### src/sv/ettc_pkg.sv
`timescale 1ns / 1ps

package ettc_pkg;

  localparam int CntW = 20;
  localparam logic [CntW-1:0] CntOne = CntW'(1);

  localparam logic [7:0] CH_M  = 8'h4D;
  localparam logic [7:0] CH_EQ = 8'h3D;
  localparam logic [7:0] CH_X  = 8'h58;
  localparam logic [7:0] CH_I  = 8'h49;
  localparam logic [7:0] CH_D  = 8'h44;

  localparam int OpqDepth = 4;
  localparam int OpqAw    = 2;
  localparam int OutDepth = 4;
  localparam int OutAw    = 2;

  localparam logic REG_SKIP = 1'b0;
  localparam logic REG_KEEP = 1'b1;

  typedef struct packed {
    logic [7:0] op_char;
    logic       last_op;
  } in_item_t;

  typedef struct packed {
    logic            is_final;
    logic [7:0]      run_op;
    logic [CntW-1:0] run_length;
    logic [CntW-1:0] match_count;
    logic [CntW-1:0] mismatch_count;
    logic [CntW-1:0] insertion_count;
    logic [CntW-1:0] deletion_count;
    logic [CntW-1:0] softclip_count;
    logic [CntW-1:0] ref_aligned_length;
    logic [CntW-1:0] query_aligned_length;
    logic [CntW-1:0] target_skipped;
    logic [CntW-1:0] target_kept;
  } out_rec_t;

  // One classified operation on its way from the front end to the encoder.
  typedef struct packed {
    logic [7:0]      op;
    logic            take;
    logic            last;
    logic [CntW-1:0] tskip;
    logic [CntW-1:0] tkeep;
  } opq_entry_t;

  typedef struct packed {
    logic [CntW-1:0] match;
    logic [CntW-1:0] mism;
    logic [CntW-1:0] ins;
    logic [CntW-1:0] del;
    logic [CntW-1:0] sclip;
    logic [CntW-1:0] refl;
    logic [CntW-1:0] qry;
  } tally_t;

  function automatic logic [CntW-1:0] sat_add(input logic [CntW-1:0] a,
                                              input logic [CntW-1:0] b);
    logic [CntW:0] s;
    s = {1'b0, a} + {1'b0, b};
    return s[CntW] ? {CntW{1'b1}} : s[CntW-1:0];
  endfunction

  function automatic logic [CntW-1:0] sat_inc(input logic [CntW-1:0] a);
    return (a == {CntW{1'b1}}) ? a : a + CntOne;
  endfunction

  // Adds a closed run to the tallies. An insertion run that opens the
  // alignment or closes it is counted as soft clip.
  function automatic tally_t flush_tally(input tally_t t, input logic [7:0] op,
                                         input logic [CntW-1:0] n,
                                         input logic soft_ins);
    tally_t r;
    r = t;
    case (op)
      CH_I: begin
        if (soft_ins) r.sclip = sat_add(t.sclip, n);
        else r.ins = sat_add(t.ins, n);
        r.qry = sat_add(t.qry, n);
      end
      CH_M, CH_EQ: begin
        r.match = sat_add(t.match, n);
        r.qry   = sat_add(t.qry, n);
        r.refl  = sat_add(t.refl, n);
      end
      CH_X: begin
        r.mism = sat_add(t.mism, n);
        r.qry  = sat_add(t.qry, n);
        r.refl = sat_add(t.refl, n);
      end
      CH_D: begin
        r.del  = sat_add(t.del, n);
        r.refl = sat_add(t.refl, n);
      end
      default: r = t;
    endcase
    return r;
  endfunction

endpackage

### src/sv/ettc_front.sv
`timescale 1ns / 1ps

module ettc_front (
  input  logic                    clk,
  input  logic                    rst_n,
  input  logic                    acc,
  input  ettc_pkg::in_item_t      item,
  input  logic [ettc_pkg::CntW-1:0] skip,
  input  logic [ettc_pkg::CntW-1:0] keep,
  output logic                    enq,
  output ettc_pkg::opq_entry_t    entry
);

  typedef enum logic [1:0] {PH_SKIP, PH_KEEP, PH_ALL, PH_DONE} phase_t;

  phase_t                    phase_r, phase_nxt, ph;
  logic [ettc_pkg::CntW-1:0] qseen_r, qseen_nxt, qs;
  logic [ettc_pkg::CntW-1:0] tskip_r, tskip_nxt, tsk;
  logic [ettc_pkg::CntW-1:0] tkeep_r, tkeep_nxt, tkp;
  logic                      take, uses_q, uses_t;

  always_comb begin
    uses_q = (item.op_char == ettc_pkg::CH_M) || (item.op_char == ettc_pkg::CH_EQ) ||
             (item.op_char == ettc_pkg::CH_X) || (item.op_char == ettc_pkg::CH_I);
    uses_t = (item.op_char == ettc_pkg::CH_M) || (item.op_char == ettc_pkg::CH_EQ) ||
             (item.op_char == ettc_pkg::CH_X) || (item.op_char == ettc_pkg::CH_D);
    ph   = phase_r;
    qs   = qseen_r;
    tsk  = tskip_r;
    tkp  = tkeep_r;
    take = 1'b0;
    // The item that ends the skip phase is judged again by the keep bound.
    if (ph == PH_SKIP) begin
      if (qs < skip) begin
        if (uses_t) tsk = ettc_pkg::sat_inc(tsk);
        if (uses_q) qs = ettc_pkg::sat_inc(qs);
      end else begin
        qs = '0;
        ph = (keep == '0) ? PH_ALL : PH_KEEP;
      end
    end
    if (ph == PH_KEEP) begin
      if (qs < keep) begin
        if (uses_t) tkp = ettc_pkg::sat_inc(tkp);
        if (uses_q) qs = ettc_pkg::sat_inc(qs);
        take = 1'b1;
      end else begin
        ph = PH_DONE;
      end
    end else if (ph == PH_ALL) begin
      take = 1'b1;
    end

    entry.op    = item.op_char;
    entry.take  = take;
    entry.last  = item.last_op;
    entry.tskip = tsk;
    entry.tkeep = tkp;
    enq         = acc && (take || item.last_op);

    phase_nxt = phase_r;
    qseen_nxt = qseen_r;
    tskip_nxt = tskip_r;
    tkeep_nxt = tkeep_r;
    if (acc) begin
      if (item.last_op) begin
        phase_nxt = PH_SKIP;
        qseen_nxt = '0;
        tskip_nxt = '0;
        tkeep_nxt = '0;
      end else begin
        phase_nxt = ph;
        qseen_nxt = qs;
        tskip_nxt = tsk;
        tkeep_nxt = tkp;
      end
    end
  end

  always_ff @(posedge clk) begin
    if (!rst_n) begin
      phase_r <= PH_SKIP;
      qseen_r <= '0;
      tskip_r <= '0;
      tkeep_r <= '0;
    end else begin
      phase_r <= phase_nxt;
      qseen_r <= qseen_nxt;
      tskip_r <= tskip_nxt;
      tkeep_r <= tkeep_nxt;
    end
  end

  a_all_no_count: assert property (@(posedge clk) disable iff (!rst_n)
    (phase_r == PH_ALL) |-> (qseen_r == '0))
    else $error("query count moved in keep-all phase");

  a_tkeep_phase: assert property (@(posedge clk) disable iff (!rst_n)
    (tkeep_r != '0) |-> (phase_r == PH_KEEP || phase_r == PH_DONE))
    else $error("target kept count outside keep phase");

endmodule

### src/sv/ettc_opq.sv
`timescale 1ns / 1ps

module ettc_opq (
  input  logic                 clk,
  input  logic                 rst_n,
  input  logic                 wr_en,
  input  ettc_pkg::opq_entry_t wr_data,
  input  logic                 rd_en,
  output ettc_pkg::opq_entry_t rd_data,
  output logic                 valid,
  output logic                 full
);

  ettc_pkg::opq_entry_t mem_r [ettc_pkg::OpqDepth];
  logic [ettc_pkg::OpqAw-1:0] wp_r, wp_nxt, rp_r, rp_nxt;
  logic [ettc_pkg::OpqAw:0]   cnt_r, cnt_nxt;
  logic                       do_wr, do_rd;

  always_comb begin
    valid   = (cnt_r != '0);
    full    = (cnt_r == (ettc_pkg::OpqAw + 1)'(ettc_pkg::OpqDepth));
    do_wr   = wr_en && !full;
    do_rd   = rd_en && valid;
    rd_data = mem_r[rp_r];
    wp_nxt  = do_wr ? wp_r + 1'b1 : wp_r;
    rp_nxt  = do_rd ? rp_r + 1'b1 : rp_r;
    cnt_nxt = cnt_r;
    if (do_wr && !do_rd) cnt_nxt = cnt_r + 1'b1;
    else if (do_rd && !do_wr) cnt_nxt = cnt_r - 1'b1;
  end

  always_ff @(posedge clk) begin
    if (do_wr) mem_r[wp_r] <= wr_data;
  end

  always_ff @(posedge clk) begin
    if (!rst_n) begin
      wp_r  <= '0;
      rp_r  <= '0;
      cnt_r <= '0;
    end else begin
      wp_r  <= wp_nxt;
      rp_r  <= rp_nxt;
      cnt_r <= cnt_nxt;
    end
  end

  a_opq_no_overflow: assert property (@(posedge clk) disable iff (!rst_n)
    !(wr_en && full))
    else $error("operation queue written while full");

endmodule

### src/sv/ettc_back.sv
`timescale 1ns / 1ps

module ettc_back (
  input  logic                 clk,
  input  logic                 rst_n,
  input  logic                 hd_valid,
  input  ettc_pkg::opq_entry_t hd,
  output logic                 hd_pop,
  output logic                 empty,
  input  logic                 pop,
  output ettc_pkg::out_rec_t   out_rec
);

  logic [7:0]                cop_r, cop_nxt, op2;
  logic [ettc_pkg::CntW-1:0] clen_r, clen_nxt, len2;
  logic                      any_r, any_nxt, took_r, took_nxt;
  ettc_pkg::tally_t          tal_r, tal_nxt, fin_tal;
  ettc_pkg::out_rec_t        rec;
  logic                      go, apply, chg, emit, do_pop;

  ettc_pkg::out_rec_t        mem_r [ettc_pkg::OutDepth];
  logic [ettc_pkg::OutAw-1:0] wp_r, rp_r;
  logic [ettc_pkg::OutAw:0]   oc_r, oc_nxt;

  always_comb begin
    go    = hd_valid && (oc_r != (ettc_pkg::OutAw + 1)'(ettc_pkg::OutDepth));
    apply = hd.take && !took_r;
    chg   = apply && (clen_r != '0) && (cop_r != hd.op);

    hd_pop   = 1'b0;
    emit     = 1'b0;
    cop_nxt  = cop_r;
    clen_nxt = clen_r;
    any_nxt  = any_r;
    tal_nxt  = tal_r;
    took_nxt = took_r;
    op2      = cop_r;
    len2     = clen_r;
    fin_tal  = tal_r;

    rec.is_final   = 1'b0;
    rec.run_op     = cop_r;
    rec.run_length = clen_r;

    if (go) begin
      if (chg) begin
        // Operation changes: the open run leaves as an ordinary record.
        // On a last item took_r holds the item at the head for the final record.
        tal_nxt  = ettc_pkg::flush_tally(tal_r, cop_r, clen_r, !any_r);
        fin_tal  = tal_nxt;
        emit     = 1'b1;
        any_nxt  = 1'b1;
        cop_nxt  = hd.op;
        clen_nxt = ettc_pkg::CntOne;
        if (hd.last) took_nxt = 1'b1;
        else hd_pop = 1'b1;
      end else begin
        if (apply) begin
          op2  = hd.op;
          len2 = ettc_pkg::sat_inc(clen_r);
        end
        hd_pop   = 1'b1;
        took_nxt = 1'b0;
        if (hd.last) begin
          emit         = 1'b1;
          rec.is_final = 1'b1;
          if (len2 != '0) begin
            fin_tal        = ettc_pkg::flush_tally(tal_r, op2, len2, 1'b1);
            rec.run_op     = op2;
            rec.run_length = len2;
          end else begin
            rec.run_op     = '0;
            rec.run_length = '0;
          end
          cop_nxt  = '0;
          clen_nxt = '0;
          any_nxt  = 1'b0;
          tal_nxt  = '0;
        end else begin
          cop_nxt  = op2;
          clen_nxt = len2;
        end
      end
    end

    rec.match_count          = fin_tal.match;
    rec.mismatch_count       = fin_tal.mism;
    rec.insertion_count      = fin_tal.ins;
    rec.deletion_count       = fin_tal.del;
    rec.softclip_count       = fin_tal.sclip;
    rec.ref_aligned_length   = fin_tal.refl;
    rec.query_aligned_length = fin_tal.qry;
    rec.target_skipped       = hd.tskip;
    rec.target_kept          = hd.tkeep;

    empty   = (oc_r == '0);
    do_pop  = pop && !empty;
    out_rec = mem_r[rp_r];
    oc_nxt  = oc_r;
    if (emit && !do_pop) oc_nxt = oc_r + 1'b1;
    else if (do_pop && !emit) oc_nxt = oc_r - 1'b1;
  end

  always_ff @(posedge clk) begin
    if (emit) mem_r[wp_r] <= rec;
  end

  always_ff @(posedge clk) begin
    if (!rst_n) begin
      cop_r  <= '0;
      clen_r <= '0;
      any_r  <= 1'b0;
      tal_r  <= '0;
      took_r <= 1'b0;
      wp_r   <= '0;
      rp_r   <= '0;
      oc_r   <= '0;
    end else begin
      cop_r  <= cop_nxt;
      clen_r <= clen_nxt;
      any_r  <= any_nxt;
      tal_r  <= tal_nxt;
      took_r <= took_nxt;
      if (emit) wp_r <= wp_r + 1'b1;
      if (do_pop) rp_r <= rp_r + 1'b1;
      oc_r   <= oc_nxt;
    end
  end

  a_took_on_last: assert property (@(posedge clk) disable iff (!rst_n)
    took_r |-> (hd_valid && hd.last && hd.take))
    else $error("pending final record without a last operation at the head");

  a_out_bound: assert property (@(posedge clk) disable iff (!rst_n)
    oc_r <= (ettc_pkg::OutAw + 1)'(ettc_pkg::OutDepth))
    else $error("result queue count beyond its depth");

endmodule

### src/sv/edit_ops_to_trimmed_cigar_core.sv
`timescale 1ns / 1ps

// Trimmed CIGAR run-length encoder.
// Input channel: push/full with in_item (op_char, last_op); a transaction
// completes on a clock edge with push high and full low. Result channel:
// the oldest run record sits on out_rec while empty is low and leaves on
// an edge with pop high. Two registers on the APB port (psel, penable,
// pwrite, paddr, pwdata, prdata, pready): the skip length at 0x0 and the
// keep length at 0x4; write them only while no alignment is in flight.
// An operation is classified in the cycle it is accepted, passes through
// a four-entry operation queue and is encoded once it reaches the head, so
// its record is written into the result queue and can leave from there.
// One operation per cycle is accepted while full is low; an operation that
// closes a run and also ends the alignment occupies the encoder once per
// record, since the encoder writes one record a cycle into the four-entry
// result queue while that queue has room.
// When the receiver stalls, the result queue fills, the encoder stops, the
// operation queue fills and full rises. Reset empties both queues, clears
// the alignment state and sets both registers to zero.

module edit_ops_to_trimmed_cigar_core (
  input  logic               clk,
  input  logic               rst_n,
  input  logic               push,
  output logic               full,
  input  ettc_pkg::in_item_t in_item,
  output logic               empty,
  input  logic               pop,
  output ettc_pkg::out_rec_t out_rec,
  input  logic               psel,
  input  logic               penable,
  input  logic               pwrite,
  input  logic [2:0]         paddr,
  input  logic [31:0]        pwdata,
  output logic [31:0]        prdata,
  output logic               pready
);

  logic [ettc_pkg::CntW-1:0] skip_r, keep_r;
  logic                      acc, enq, q_valid, q_full, hd_pop, cfg_wr;
  ettc_pkg::opq_entry_t      entry, hd;

  assign pready = 1'b1;
  assign cfg_wr = psel && penable && pwrite && pready;
  assign prdata = (paddr[2] == ettc_pkg::REG_KEEP) ? 32'(keep_r) : 32'(skip_r);
  assign full   = q_full;
  assign acc    = push && !q_full;

  always_ff @(posedge clk) begin
    if (!rst_n) begin
      skip_r <= '0;
      keep_r <= '0;
    end else if (cfg_wr) begin
      if (paddr[2] == ettc_pkg::REG_SKIP) skip_r <= pwdata[ettc_pkg::CntW-1:0];
      else keep_r <= pwdata[ettc_pkg::CntW-1:0];
    end
  end

  ettc_front u_front (
    .clk   (clk),
    .rst_n (rst_n),
    .acc   (acc),
    .item  (in_item),
    .skip  (skip_r),
    .keep  (keep_r),
    .enq   (enq),
    .entry (entry)
  );

  ettc_opq u_opq (
    .clk     (clk),
    .rst_n   (rst_n),
    .wr_en   (enq),
    .wr_data (entry),
    .rd_en   (hd_pop),
    .rd_data (hd),
    .valid   (q_valid),
    .full    (q_full)
  );

  ettc_back u_back (
    .clk      (clk),
    .rst_n    (rst_n),
    .hd_valid (q_valid),
    .hd       (hd),
    .hd_pop   (hd_pop),
    .empty    (empty),
    .pop      (pop),
    .out_rec  (out_rec)
  );

endmodule

### config.mk
export PLATFORM = sky130hd
export DESIGN_NAME = edit_ops_to_trimmed_cigar_core
export DESIGN_NICKNAME = d
export VERILOG_FILES = /design/src/sv/ettc_pkg.sv /design/src/sv/ettc_front.sv /design/src/sv/ettc_opq.sv /design/src/sv/ettc_back.sv /design/src/sv/edit_ops_to_trimmed_cigar_core.sv
export SDC_FILE = /design/constraint.sdc
export NUM_CORES = 2
export LEC_CHECK = 0
export BUFFER_PORTS_ARGS = -buffer_cell sky130_fd_sc_hd__buf_2
export CORE_MARGIN = 10
export CORE_UTILIZATION = 50
export CTS_CLUSTER_SIZE = 40
export DETAILED_ROUTE_END_ITERATION = 8
export GPL_TIMING_DRIVEN = 0
export PLACE_DENSITY_LB_ADDON = 0.25
export SYNTH_ARGS = -nofsm -noshare
export SYNTH_HDL_FRONTEND = slang
export SYNTH_SLANG_ARGS = --single-unit
export TNS_END_PERCENT = 5
### constraint.sdc
create_clock -name clk -period 12.25 [get_ports clk]
set_clock_uncertainty 0.05 [all_clocks]
set_input_delay 3.675 -clock clk [delete_from_list [all_inputs] [get_ports clk]]
set_output_delay 3.675 -clock clk [all_outputs]
set_load 0.01 [all_outputs]
# After elaboration in Yosys (flattened, before gate mapping)

Memories as Yosys holds them, arrays and structs flattened. A register that Yosys moved wholly into a read port is not among the register bits.
Cells that the tools add are included.

Flip-flop bits (word level): 286
RAM bits: 1036
Input port bits: 51
Output and inout bits: 244
Logic and storage cells: 226
Memories: 2

Memory list:

| memory       | depth | width | read ports | clocked after Yosys merged registers in | write ports | line            | source |
|---|---|---|---|---|---|---|---|
| u_back.mem_r | 4     | 209   | 1          | 1                                       | 1           | ettc_back.sv:21 | `ettc_pkg::out_rec_t mem_r [ettc_pkg::OutDepth];` |
| u_opq.mem_r  | 4     | 50    | 1          | 1                                       | 1           | ettc_opq.sv:14  | `ettc_pkg::opq_entry_t mem_r [ettc_pkg::OpqDepth];` |

Add/subtract/negate cells: 26
$lt $le $gt $ge: 2
Equality and inequality tests: 26
Mux-type cells: 100
Bitwise operators: 1
Reductions and logical operators: 46

Operators with widths:

| operator              | number |
|---|---|
| $mux 20               | 54 |
| $mux 140              | 6 |
| $add 20x20->21        | 13 |
| $add 20x1->20 const B | 5 |
| $eq 20x20->1 const B  | 5 |
| $eq 8x7->1 const B    | 12 |
| $mux 29               | 3 |
| $lt 20x20->1          | 2 |
| $mux 8                | 5 |
| $reduce_bool 20->1    | 2 |
| $mux 28               | 1 |
| $eq 8x6->1 const B    | 3 |
| $logic_not 20->1      | 1 |
| $mux 2                | 10 |
| $mux 1                | 17 |
| $reduce_or 4->1       | 4 |
| $logic_and 1x1->1     | 15 |
| $mux 3                | 4 |
| $add 2x1->2 const B   | 4 |
| $ne 8x8->1            | 1 |
| $reduce_and 2->1      | 4 |
| $logic_not 1->1       | 7 |
| $add 3x1->3 const B   | 2 |
| $reduce_bool 2->1     | 3 |
| 12 further kinds      | 18 |

# Longest topological paths before layout

Depth after elaboration: 17
Mapped depth: 27
Gate-level depth less buffers: 24

# Cells and area by module

From an unflattened synthesis, not the netlist that was laid out.

Cell total of the unflattened synthesis: 5927
Area, all modules: 70582.7 sq um

By module, submodules not included:

| module                         | times used | cells an instance | area each (sq um) | seq. area each (sq um) |
|---|---|---|---|---|
| ettc_back                      | 1          | 4551              | 54561.1           | 28687.5 |
| ettc_opq                       | 1          | 310               | 7756.2            | 6185.9 |
| ettc_front                     | 1          | 875               | 6371.1            | 1241.2 |
| edit_ops_to_trimmed_cigar_core | 1          | 191               | 1894.3            | 800.8 |

# Worst setup path before layout

OpenSTA, ideal clock, no wires.

Path type: reg2reg
Start point: reg (tool-made name)
End point: mem u_back.mem_r[1][0] (netlist name) (enable)
Arrival time: 11.489 ns
Path slack: -0.097 ns
Stages on the path, launching flop included: 11
Buffers on the path: 3
Clock period less this slack: 12.347 ns
Path through: dfxtp_1 -> buf_2 -> buf_1 -> mux4_2 -> xnor2_1 -> nand4_1 -> o21bai_1 -> nor2_1 -> nor2_1 -> clkbuf_1 -> nor2b_1

RTL lines:

| element          | line |
|---|---|
| end: declaration | ettc_back.sv:21 |

==> flow_summary.toml <==
[cts]
cts_setup_buffers = 0
numCtsBuffers = 139
path_clk_slew_ns = 0.06
cts_resized = 0
cts_buffer_depth = 3
cts_tree = "yes"
cts-root-buf = "clkbuf_16"
insertion_delay_ns = 0.82
ctsHoldBuffers = 0
htreeDepth = 4
numClockSinks = 1326

[synth]
synth_xor_area_frac = 0.0379
synth_edf_count = 1036
yosys.area_share.simple = 0.114
ys_async_sr_fraction = 0
synth_seq_cells = 1326
ys_seq_area_frac = 0.540
synth_area_um2 = 68400
synth_compound_area_frac = 0.131
syn_inst = 5688
synth-adder-area-share = 0.0618
synth_top_family_by_area = "compound AO/OA/AOI/OAI gates"
synth_cell_types = 103
synthFlopType = "edfxtp_1"
ys_warn_count = 0
synth_mux_area_frac = 0.0911
yosysTopAreaCellShare = 0.455
ys_top_cells_by_area = "edfxtp_1, mux4_2, dfxtp_1, ha_1, a21oi_1"
yosysTopAreaCell = "edfxtp_1"
synth_most_common_cell = "edfxtp_1"
synth.avg_cell_area_um2 = 12.0
synth_common_cells = "edfxtp_1, nand2_1, nor2_1"

[global_route]
grt_pass1_vias = 48900
grt_pass1_wl_mm = 324
overflow = 0
antenna_found_initial = 10
grt_start_max_net_pins = 31
grt_usage = 0.284

[floorplan]
die_area_um2 = 152000
die_y_um = 390
rows = 135
num_io_pins = 295
start_util = 0.504
coreArea_um2 = 136000
die_w_um = 390

[timing]
hold_violations = 0
setup_slack_ns = 2.85
min_period_over_period = 0.768
timing.slew.headroom = -0.0625
rsz0062_at_grt = "no"
setup_viol = 0
clock.fmax_mhz = 106
final_max_slew_viol_count = 17
worst_slew_pin_slew_ns = 1.59
period_needed_ns = 9.40

[worst_setup_path]
worstPathCellList = "ha_1, nand4_1, nor3_1, a21oi_1, clkbuf_1, a21oi_1, inv_1, fa_1, a211oi_1, o21ai_0, a21oi_1, o311a_1, a21oi_1, o21ai_0, a311o_1, clkbuf_1, nand3_1, o221ai_1, nand2_1"
critPathLaunchType = "flip-flop"
cp_slowest_stage_delay_ns = 1.27
end_kind = "flip-flop"
required_ns = 12.64
critPathLaunch = "u_back.clen_r[1]"
worstPathMaxFanout = 15
critPathKind = "flip-flop to flip-flop"
critical-path-top-delay-family = "compound AO/OA/AOI/OAI gates"
arrival_ns = 9.79
crit_path_top_delay_cell = "dfxtp_1"
worst-path-buf-inv = 3
timing.rr.start = "u_back.clen_r[1]"
crit_top_cell = "a21oi_1"

[cells_and_area]
seqCellArea_um2 = 36900
design_area_um2 = 77700
layout-drive-gt1-share = 0.145
nets = 6538
multi_input_area_um2 = 30100
fillers = 11000
areaGrowthSynthToFinish_pct = 13.6
fin_cells = 8059

[worst_hold_path]
hold_path.class = "flip-flop to flip-flop"
hp-start = "skip_r[11]"

[pwr]
switching_share = 0.325
powerDensity_nw_per_um2 = 179
p_int_mw = 9.41
pwr-share-seq = 0.415
peakVddDrop_v = 0.000118
clkPwrFrac = 0.304
leakage_nw = 28.1
pwr-share-comb = 0.280
power_switching_mw = 4.53
p_total_mw = 13.9

[placement]
dp_worst_setup_slack_ns = 2.33
place_area_um2 = 73100
numPortBuffers = 266
placed_cells = 7797
globalplace.congestion = 0.990
place_hpwl_mm = 160

[detailed_routing]
drc = 0
drtIter0Drc = 5849
wl_per_cell_um = 27.4
routed_wirelength_mm = 221
wl_met2_mm = 101
met1_length_mm = 88.9
met3_length_mm = 19.3
vias = 51200
postRouteAntennaNets = 0
viasPerCell = 6.35
drt_first_pass_iters = 9
routed.top_layer = "met5"

[flow_run]
cap_violations = 4

[outcome]
failed_checks = "capacitance limit, slew limit"
status = "finished, violations left"
cell usage in the layout, fill, tap and decap left out, types with 34 or more instances in the layout:
cell / count
edfxtp_1: 1036
nand2_1: 513
nor2_1: 426
a21oi_1: 393
ha_1: 314
o21ai_0: 294
dfxtp_1: 290
buf_2: 277
mux4_2: 258
clkbuf_1: 230
xnor2_1: 180
nor3_1: 158
inv_1: 142
clkbuf_16: 141
nand3_1: 127
xor2_1: 100
a21o_1: 84
o21a_1: 67
or3_1: 55
and3_1: 54
a211oi_1: 54
o221ai_1: 54
o31ai_1: 44
buf_1: 43
a31oi_1: 42
nand4_1: 41
a22oi_1: 40
nand2b_1: 39
o211ai_1: 37
nor2b_1: 37
buf_12: 35
nor4_1: 34
o22ai_1: 34
per-stage QoR:
step	TNS, ns	util	hold WS, ns
after floorplan	-80.13	-	0.386
after global placement	-8086.49	0.531	0.394
after detailed placement	0	0.539	0.396
after CTS	0	0.573	0.404
after global routing	0	0.573	0.424
final	0	0.573	0.404
flip-flops by register name (all words and copies together) (netlist names), 8 cells and up, named ones only:
register         cells
u_back.tal_r       140
skip_r              20
u_back.mem_r       836
u_front.tskip_r     20
u_front.qseen_r     20
keep_r              20
u_back.cop_r         8
u_back.clen_r       20
u_front.tkeep_r     20
u_opq.mem_r        200
power groups by stage:
stage | Clock, mW | Sequential, mW | Combinational, mW
after CTS | 4.30 | 5.79 | 3.93
after detailed placement | 0 | 5.88 | 3.91
after global routing | 4.48 | 5.84 | 4.11
after global placement | 0 | 5.95 | 3.38
after floorplan | 0 | 6.00 | 2.16
final | 4.25 | 5.79 | 3.91
logic make-up after synthesis:
| kind of cell | after synthesis |
|---|---|
| flip-flops | 1326 |
| adder cells (fa/ha/maj) | 329 |
| AO/OA/AOI/OAI | 1385 |
| other | 2 |
| buffers and inverters | 412 |
| XOR/XNOR | 295 |
| multiplexers | 298 |
| AND/OR/NAND/NOR | 1641 |
area by class of cell:
| type | instances | area share |
|---|---|---|
| diodes | 4 | 0.000129 |
| plain buffers | 269 | 0.0142 |
| clock buffers | 183 | 0.0481 |
| clock inverters | 74 | 0.0109 |
| inverters | 143 | 0.00691 |
| multi-input cells | 3961 | 0.387 |
| flip-flops and latches | 1326 | 0.475 |
| well taps | 1781 | 0.0287 |
| repair buffers | 318 | 0.0296 |
worst reg2reg max path, stage by stage (launching register included):
cell	delay [ns]
dfxtp_1	1.27
ha_1	0.56
nand4_1	0.20
nor3_1	0.98
a21oi_1	0.43
clkbuf_1	0.36
a21oi_1	0.35
inv_1	0.55
fa_1	0.69
a211oi_1	0.34
o21ai_0	0.16
a21oi_1	0.47
o311a_1	0.29
a21oi_1	0.13
o21ai_0	0.42
a311o_1	0.40
clkbuf_1	0.56
nand3_1	0.23
o221ai_1	0.26
nand2_1	0.33
final timing paths:
path / endpoint / cells past startpoint / slack, ns
min: skip_r[11] / 2 / 0.40
max reg2reg: u_back.mem_r[3][58] / 19 / 2.85
min reg2reg: skip_r[11] / 2 / 0.40
max: u_back.mem_r[3][58] / 19 / 2.85
metal layers:
layer  track usage  vias up
met4         0.139        2
met5             0        -
met2         0.443     2472
met3        0.0594      526
met1         0.378    25300
li1              -    22900
No activity file was read; power rests on OpenSTA's default activity.
